### config.mk
export PLATFORM = sky130hd
export DESIGN_NAME = queue_with_positional_insert
export DESIGN_NICKNAME = d
export VERILOG_FILES = /design/src/rtl/qwpi_pkg.sv /design/src/rtl/qwpi_cell.sv /design/src/rtl/queue_with_positional_insert.sv
export VERILOG_INCLUDE_DIRS = /design/src /design/src/rtl
export SDC_FILE = /design/constraint.sdc
export NUM_CORES = 2
export LEC_CHECK = 0
export ABC_AREA = 1
export ABC_CLOCK_PERIOD_IN_PS = 4800
export BUFFER_PORTS_ARGS = -buffer_cell sky130_fd_sc_hd__buf_2
export CORE_ASPECT_RATIO = 0.9
export CORE_MARGIN = 2
export CORE_UTILIZATION = 30
export CTS_BUF_LIST = sky130_fd_sc_hd__clkbuf_4 sky130_fd_sc_hd__clkbuf_8
export DETAILED_ROUTE_END_ITERATION = 10
export GPL_ROUTABILITY_DRIVEN = 0
export SYNTH_ARGS = -nofsm -noshare
export SYNTH_HDL_FRONTEND = slang
export SYNTH_SLANG_ARGS = --single-unit
### constraint.sdc
create_clock -name clk -period 4.8 [get_ports clk]
set_input_delay 1.44 -clock clk [delete_from_list [all_inputs] [get_ports clk]]
set_output_delay 1.44 -clock clk [all_outputs]
set_load 0.05 [all_outputs]
### src/rtl/queue_with_positional_insert_assert.svh
// assertion macros shared by the queue rtl
`ifndef QUEUE_WITH_POSITIONAL_INSERT_ASSERT_SVH
`define QUEUE_WITH_POSITIONAL_INSERT_ASSERT_SVH

// same-cycle implication, cleared during reset
`define QWPI_ASSERT_NOW(label, clk, rst_n, ante, cons, msg) \
    label: assert property (@(posedge clk) disable iff (!rst_n) (ante) |-> (cons)) \
        else $error(msg);

// next-cycle implication, cleared during reset
`define QWPI_ASSERT_NEXT(label, clk, rst_n, ante, cons, msg) \
    label: assert property (@(posedge clk) disable iff (!rst_n) (ante) |=> (cons)) \
        else $error(msg);

`endif

### src/rtl/qwpi_pkg.sv
`timescale 1ns / 1ps

package qwpi_pkg;

    localparam int DEPTH = 64;
    localparam int IDX_W = $clog2(DEPTH);
    localparam int CNT_W = $clog2(DEPTH + 1);
    localparam int ID_W  = 16;
    localparam int POS_W = 7;
    localparam int OCC_W = 7;
    localparam int CMP_W = (CNT_W > POS_W) ? CNT_W : POS_W;

    // opcodes of an input beat
    localparam logic [1:0] OP_APPEND = 2'd0;
    localparam logic [1:0] OP_INSERT = 2'd1;
    localparam logic [1:0] OP_REMOVE = 2'd2;
    localparam logic [1:0] OP_DUMP   = 2'd3;

    // status codes of a result beat
    localparam logic [1:0] ST_OK    = 2'd0;
    localparam logic [1:0] ST_FULL  = 2'd1;
    localparam logic [1:0] ST_EMPTY = 2'd2;
    localparam logic [1:0] ST_CLAMP = 2'd3;

    // per-cell commands
    localparam logic [1:0] CELL_HOLD   = 2'd0;
    localparam logic [1:0] CELL_INSERT = 2'd1;
    localparam logic [1:0] CELL_ROTATE = 2'd2;

    typedef struct packed {
        logic [1:0]       op;
        logic [IDX_W-1:0] sel;
        logic [ID_W-1:0]  id;
    } cell_ctl_t;

endpackage

### src/rtl/qwpi_cell.sv
`timescale 1ns / 1ps

module qwpi_cell (
    input  logic                       clk,
    input  logic [qwpi_pkg::IDX_W-1:0] idx,
    input  qwpi_pkg::cell_ctl_t        ctl,
    input  logic [qwpi_pkg::ID_W-1:0]  left,
    input  logic [qwpi_pkg::ID_W-1:0]  right,
    input  logic [qwpi_pkg::ID_W-1:0]  head,
    output logic [qwpi_pkg::ID_W-1:0]  data
);
    import qwpi_pkg::*;

    logic [ID_W-1:0] data_reg;
    logic [ID_W-1:0] data_next;

    always_comb
    begin
        data_next = data_reg;
        case (ctl.op)
            CELL_INSERT:
            begin
                // cells behind the slot move one place towards the tail
                if (idx > ctl.sel)
                    data_next = left;
                else if (idx == ctl.sel)
                    data_next = ctl.id;
            end
            CELL_ROTATE:
            begin
                // towards the head; the head wraps into the slot at sel
                if (idx < ctl.sel)
                    data_next = right;
                else if (idx == ctl.sel)
                    data_next = head;
            end
            default:
                data_next = data_reg;
        endcase
    end

    always_ff @(posedge clk)
    begin
        data_reg <= data_next;
    end

    assign data = data_reg;

endmodule

### src/rtl/queue_with_positional_insert.sv
`timescale 1ns / 1ps

// channel  | ports                                        | handshake
// ---------+----------------------------------------------+---------------------------
// command  | opcode, customer_id, position                | taken when start & !busy
// result   | value, has_value, last, status, occupancy    | one-cycle beat on done
//
// append, insert and remove leave busy low; the result beat follows in the
// cycle after the command is taken, so commands may run back to back.
// a dump of n entries holds busy while it emits n entry beats and the cell
// row rotates once through the head; a dump of an empty queue leaves busy low
// and gives a single closing beat like the other commands.
// rst_n clears the count and the state; cell contents stay undefined and are
// never read before being written.
// the receiver cannot stall: every beat on done is taken at once.

module queue_with_positional_insert (
    input  logic                       clk,
    input  logic                       rst_n,
    input  logic                       start,
    output logic                       busy,
    input  logic [1:0]                 opcode,
    input  logic [qwpi_pkg::ID_W-1:0]  customer_id,
    input  logic [qwpi_pkg::POS_W-1:0] position,
    output logic                       done,
    output logic [qwpi_pkg::ID_W-1:0]  value,
    output logic                       has_value,
    output logic                       last,
    output logic [1:0]                 status,
    output logic [qwpi_pkg::OCC_W-1:0] occupancy
);
    import qwpi_pkg::*;

    `include "queue_with_positional_insert_assert.svh"

    // controller states
    localparam logic S_IDLE = 1'b0;
    localparam logic S_DUMP = 1'b1;

    logic             state_reg, state_next;
    logic [CNT_W-1:0] count_reg, count_next;
    logic [IDX_W-1:0] dump_idx_reg, dump_idx_next;

    // registered result beat
    logic             done_reg, done_next;
    logic [ID_W-1:0]  value_reg, value_next;
    logic             has_value_reg, has_value_next;
    logic             last_reg, last_next;
    logic [1:0]       status_reg, status_next;
    logic [OCC_W-1:0] occupancy_reg, occupancy_next;

    cell_ctl_t        ctl;
    logic [ID_W-1:0]  cell_q [DEPTH];

    logic             accept;
    logic             full;
    logic             empty;
    logic             clamp;
    logic [IDX_W-1:0] tail_idx;

    assign busy     = (state_reg == S_DUMP);
    assign accept   = start && !busy;
    assign full     = (count_reg == CNT_W'(DEPTH));
    assign empty    = (count_reg == '0);
    // an insert point beyond the count goes to the tail
    assign clamp    = (CMP_W'(position) > CMP_W'(count_reg));
    // index of the last occupied cell
    assign tail_idx = IDX_W'(count_reg - CNT_W'(1));

    // the row of cells: entry k sits in cell k, head in cell 0
    for (genvar g = 0; g < DEPTH; g++)
    begin : g_cell
        logic [ID_W-1:0] left_d;
        logic [ID_W-1:0] right_d;

        if (g == 0)
        begin : g_first
            assign left_d = '0;
        end
        else
        begin : g_mid_l
            assign left_d = cell_q[g-1];
        end

        if (g == DEPTH - 1)
        begin : g_end
            assign right_d = '0;
        end
        else
        begin : g_mid_r
            assign right_d = cell_q[g+1];
        end

        qwpi_cell u_cell (
            .clk   (clk),
            .idx   (IDX_W'(g)),
            .ctl   (ctl),
            .left  (left_d),
            .right (right_d),
            .head  (cell_q[0]),
            .data  (cell_q[g])
        );
    end

    always_comb
    begin
        state_next     = state_reg;
        count_next     = count_reg;
        dump_idx_next  = dump_idx_reg;
        ctl.op         = CELL_HOLD;
        ctl.sel        = '0;
        ctl.id         = customer_id;
        done_next      = 1'b0;
        value_next     = '0;
        has_value_next = 1'b0;
        last_next      = 1'b0;
        status_next    = ST_OK;
        occupancy_next = occupancy_reg;

        case (state_reg)
            S_IDLE:
            begin
                if (accept)
                begin
                    case (opcode)
                        OP_APPEND, OP_INSERT:
                        begin
                            if (full)
                            begin
                                // dropped, contents untouched
                                status_next = ST_FULL;
                            end
                            else
                            begin
                                ctl.op = CELL_INSERT;
                                if (opcode == OP_INSERT && !clamp)
                                    ctl.sel = IDX_W'(position);
                                else
                                    ctl.sel = IDX_W'(count_reg);
                                if (opcode == OP_INSERT && clamp)
                                    status_next = ST_CLAMP;
                                count_next = count_reg + CNT_W'(1);
                            end
                            done_next = 1'b1;
                            last_next = 1'b1;
                        end
                        OP_REMOVE:
                        begin
                            if (empty)
                            begin
                                status_next = ST_EMPTY;
                            end
                            else
                            begin
                                // shift towards the head; the old head lands
                                // beyond the new tail and is never read
                                ctl.op     = CELL_ROTATE;
                                ctl.sel    = tail_idx;
                                count_next = count_reg - CNT_W'(1);
                            end
                            done_next = 1'b1;
                            last_next = 1'b1;
                        end
                        OP_DUMP:
                        begin
                            if (empty)
                            begin
                                done_next = 1'b1;
                                last_next = 1'b1;
                            end
                            else
                            begin
                                state_next    = S_DUMP;
                                dump_idx_next = '0;
                            end
                        end
                        default:
                        begin
                            done_next = 1'b0;
                        end
                    endcase
                    occupancy_next = OCC_W'(count_next);
                end
            end
            S_DUMP:
            begin
                // emit the head and rotate it to the tail; once every entry has
                // been emitted the row is back in its original order
                ctl.op         = CELL_ROTATE;
                ctl.sel        = tail_idx;
                done_next      = 1'b1;
                value_next     = cell_q[0];
                has_value_next = 1'b1;
                last_next      = (dump_idx_reg == tail_idx);
                occupancy_next = OCC_W'(count_reg);
                dump_idx_next  = dump_idx_reg + IDX_W'(1);
                if (dump_idx_reg == tail_idx)
                    state_next = S_IDLE;
            end
            default:
            begin
                state_next = S_IDLE;
            end
        endcase
    end

    always_ff @(posedge clk or negedge rst_n)
    begin
        if (!rst_n)
        begin
            state_reg    <= S_IDLE;
            count_reg    <= '0;
            dump_idx_reg <= '0;
            done_reg     <= 1'b0;
        end
        else
        begin
            state_reg    <= state_next;
            count_reg    <= count_next;
            dump_idx_reg <= dump_idx_next;
            done_reg     <= done_next;
        end
    end

    // result payload, meaningful only alongside done
    always_ff @(posedge clk)
    begin
        value_reg     <= value_next;
        has_value_reg <= has_value_next;
        last_reg      <= last_next;
        status_reg    <= status_next;
        occupancy_reg <= occupancy_next;
    end

    assign done      = done_reg;
    assign value     = value_reg;
    assign has_value = has_value_reg;
    assign last      = last_reg;
    assign status    = status_reg;
    assign occupancy = occupancy_reg;

    // the queue never holds more than its depth
    `QWPI_ASSERT_NOW(a_count_bound, clk, rst_n, 1'b1, count_reg <= CNT_W'(DEPTH),
        "count above depth")
    // a dump never walks past the tail
    `QWPI_ASSERT_NOW(a_dump_idx, clk, rst_n, busy,
        (!empty) && (dump_idx_reg <= tail_idx), "dump index beyond tail")
    // every non-dump command gives exactly one closing beat next cycle
    `QWPI_ASSERT_NEXT(a_cmd_beat, clk, rst_n, accept && (opcode != OP_DUMP),
        done && last && !has_value && !busy, "missing status beat")
    // a dump of a non-empty queue always raises busy before its first entry beat
    `QWPI_ASSERT_NEXT(a_dump_beat, clk, rst_n, accept && (opcode == OP_DUMP) && !empty,
        busy && !done, "dump did not start")
    // the count never changes while a dump walks the row
    `QWPI_ASSERT_NEXT(a_dump_count, clk, rst_n, busy, $stable(count_reg),
        "count moved during dump")

endmodule
==> summary.txt <==
Global route
  – GRT Overall Usage: 23.47%
  – Grt ovf: 0
  – Initial antenna violation count: 25
  – Vias in the first global route: 64.94k
  – First-pass GRT wire length: 425700 um
  – Pin count of the biggest net entering global routing: 100

Clock tree
  – Cts hold-fix bufs: 0
  – CTS tree: done
  – Longest Clk Path Bufs: 3
  – CTS root buf: clkbuf_8
  – Post CTS Setup Buffer Count: 0
  – Clk sink count: 1066
  – Num CTS Buffers: 189
  – Cts repair resizes: 0
  – Clock-pin slew on the worst setup and hold paths: 60 ps
  – Worst skew pair latency: 1010 ps
  – H-tree depth: 4

Setup path
  – Critical Path End Type: flip-flop
  – RR Startpoint: count_reg[0]$_DFFE_PN0P_
  – Crit path DAT: 4800 ps
  – CP Data Required Time: 5620 ps
  – Worst Setup SP: count_reg[0]$_DFFE_PN0P_
  – WS Path Type: flip-flop to flip-flop
  – Max FO, Critical Path: 80
  – Worst reg2reg setup slack: 820 ps
  – Crit path launch type: flip-flop

Detailed routing
  – Metal3 WL: 38350 um
  – Post-DRT Antenna Nets: 0
  – DR vias/cell: 5.565
  – DRC: 0
  – Drt total wl: 290700 um
  – Iteration-0 DRC Markers: 11.40k
  – Met1 WL: 114200 um
  – Max layer used: met5
  – Routed wl met2: 124300 um
  – Via count: 71.04k
  – Drt wl/cell: 22.78 um
  – Pre-antenna DRT Iters: 8

Timing
  – Final period demand of the worst path: 3979 ps
  – Worst-margin pin slew: 1278 ps
  – Tcrit/Tclk final: 82.90%
  – Setup violators final: 0
  – Worst hold slack: 351.0 ps
  – RSZ-0062 raised after global routing: false
  – Final Skew: 76.21 ps
  – Final count of pins violating max slew: 0
  – Endpoints failing hold: 0
  – Fmax: 0.2513 GHz
  – Slew Limit Headroom: 14.83%

Logic synthesis
  – Seq/Total Area, Yosys: 45.20%
  – Post-Syn Area: 70210 um2
  – Ys async rst share: 1.407%
  – Post-synth top area share: 44.10%
  – Syn Nets: 9639
  – Cell with the most instances after synthesis: nand2_1
  – Top cells by count, synth: nand2_1, nand3_1, edfxtp_1
  – Synth Warn #: 0
  – Synth Area per Inst: 7.315 um2
  – Register bit total from synthesis: 1066
  – Top_reg_cell synth: edfxtp_1
  – EDFF count, synth: 1031
  – Yosys cell types: 49
  – Cell taking the most area after synthesis: edfxtp_1
  – Post-synthesis cell count: 9598
  – Main area contributors after synthesis: edfxtp_1, nand2_1, nand3_1

Finish
  – Core Util, Final: 34.74%
  – Non-Filler Instances: 12.76k
  – Area growth from synthesis to layout: 15.15%
  – Layout Nets: 9581
  – Max reg flops: 1024
  – Layout cells sized above 1: 12.06%
  – Layout fillers: 24.20k

Floorplanning
  – Core footprint: 232700 um2
  – Die width: 513.9 um
  – Initial Utilization: 30.17%
  – IO Count: 57
  – Full die area: 237900 um2
  – FP Rows: 168
  – Die extent in y: 462.9 um

Placement
  – Number of I/O port buffers: 56
  – DP HPWL: 193000 um
  – Inst Count DP: 12.41k

Run
  – Max cap viols: 0

Min path
  – Worst min-delay path class: input port to async pin

Run status
  – Outcome: completed
## per-layer routing
layer	track usage (%)	vias to the layer above
li1	-	32150
met1	32.01	33400
met2	34.66	4697
met3	6.172	782
met4	10.43	6
met5	0	-
## path summary, 6_finish.rpt
check                           cells after the start                              endpoint
worst max-delay path                               15   g_cell[24].u_cell.data[2]$_DFFE_PP_
worst min-delay path                                1              count_reg[5]$_DFFE_PN0P_
worst max register to register                     15   g_cell[24].u_cell.data[2]$_DFFE_PP_
worst min register to register                      2  g_cell[47].u_cell.data[15]$_DFFE_PP_
max in group asynchronous                           1           dump_idx_reg[2]$_DFFE_PN0P_
min in group clk                                    2  g_cell[47].u_cell.data[15]$_DFFE_PP_
## layout by cell type (no fill, tap or decap), types with 6 or more instances in the layout
| master | n |
|---|---|
| o211ai_1 | 206 |
| a21oi_1 | 449 |
| dfrtp_1 | 15 |
| nor2_1 | 213 |
| nand2_1 | 2831 |
| nand3_1 | 1831 |
| clkbuf_4 | 77 |
| nand3b_1 | 31 |
| o21ai_1 | 195 |
| nand2_4 | 13 |
| inv_6 | 6 |
| clkinv_1 | 37 |
| nor2_4 | 14 |
| nor2_2 | 20 |
| xor2_1 | 7 |
| o22ai_1 | 39 |
| buf_12 | 166 |
| clkbuf_8 | 195 |
| inv_1 | 805 |
| buf_2 | 56 |
| diode_2 | 18 |
| clkinv_2 | 25 |
| buf_4 | 442 |
| o21ai_0 | 779 |
| nand3_2 | 8 |
| a21oi_2 | 6 |
| nand2_2 | 54 |
| inv_2 | 48 |
| dfxtp_1 | 20 |
| a211oi_2 | 7 |
| edfxtp_1 | 1031 |
| ha_1 | 11 |
## cell families (layout without fill, tap and decap cells)
family / Yosys count / count (layout) / synth area share, %
and+or+nand+nor: 5033 / 5033 / 31.10
buffers and inverters: 1782 / 1870 / 10.35
AOI/OAI and AO/OA: 1696 / 1696 / 13.03
DFF: 1066 / 1066 / 45.20
adders and majority gates: 13 / 13 / 0.2317
xor gates and xnor gates: 8 / 8 / 0.09980
other: 0 / 18 / 0
## worst max-delay path, stage by stage, from the launching register on
cell	delay, ps
dfrtp_1	550
inv_2	130
ha_1	260
nand2_2	100
nor2_4	50
nand3_4	100
nor2_4	50
nor2_4	140
inv_2	50
o21ai_0	380
buf_4	220
ha_4	410
buf_12	440
buf_4	560
nand3_1	190
nand2_1	100
## area by class of cell
cell class                      instances  area (um2)  area share [%]
Inverter                              869        3289           4.069
Clock buffer                          272        3262           4.035
Antenna cell                           18       45.04         0.05571
Sequential cell                      1066       31740           39.25
Multi-Input combinational cell       6750       31360           38.78
Clock inverter                         65       411.6          0.5092
Timing Repair Buffer                  664        6922           8.561
Tap cell                             3060        3829           4.736
## through the flow
stage	instance area (um2)	setup slack [ps]	TNS, ps
2_1_floorplan	70270	-238.4	-7630
3_3_place_gp	77130	-43.04	-1080
3_5_place_dp	77130	-5.573	-62.20
4_1_cts	80800	910.5	0
5_1_grt	80810	599.2	0
6_report	80850	821.0	0
Power is not shown: default switching activity piles up to over one toggle a cycle in this logic, so the estimate is an artifact.
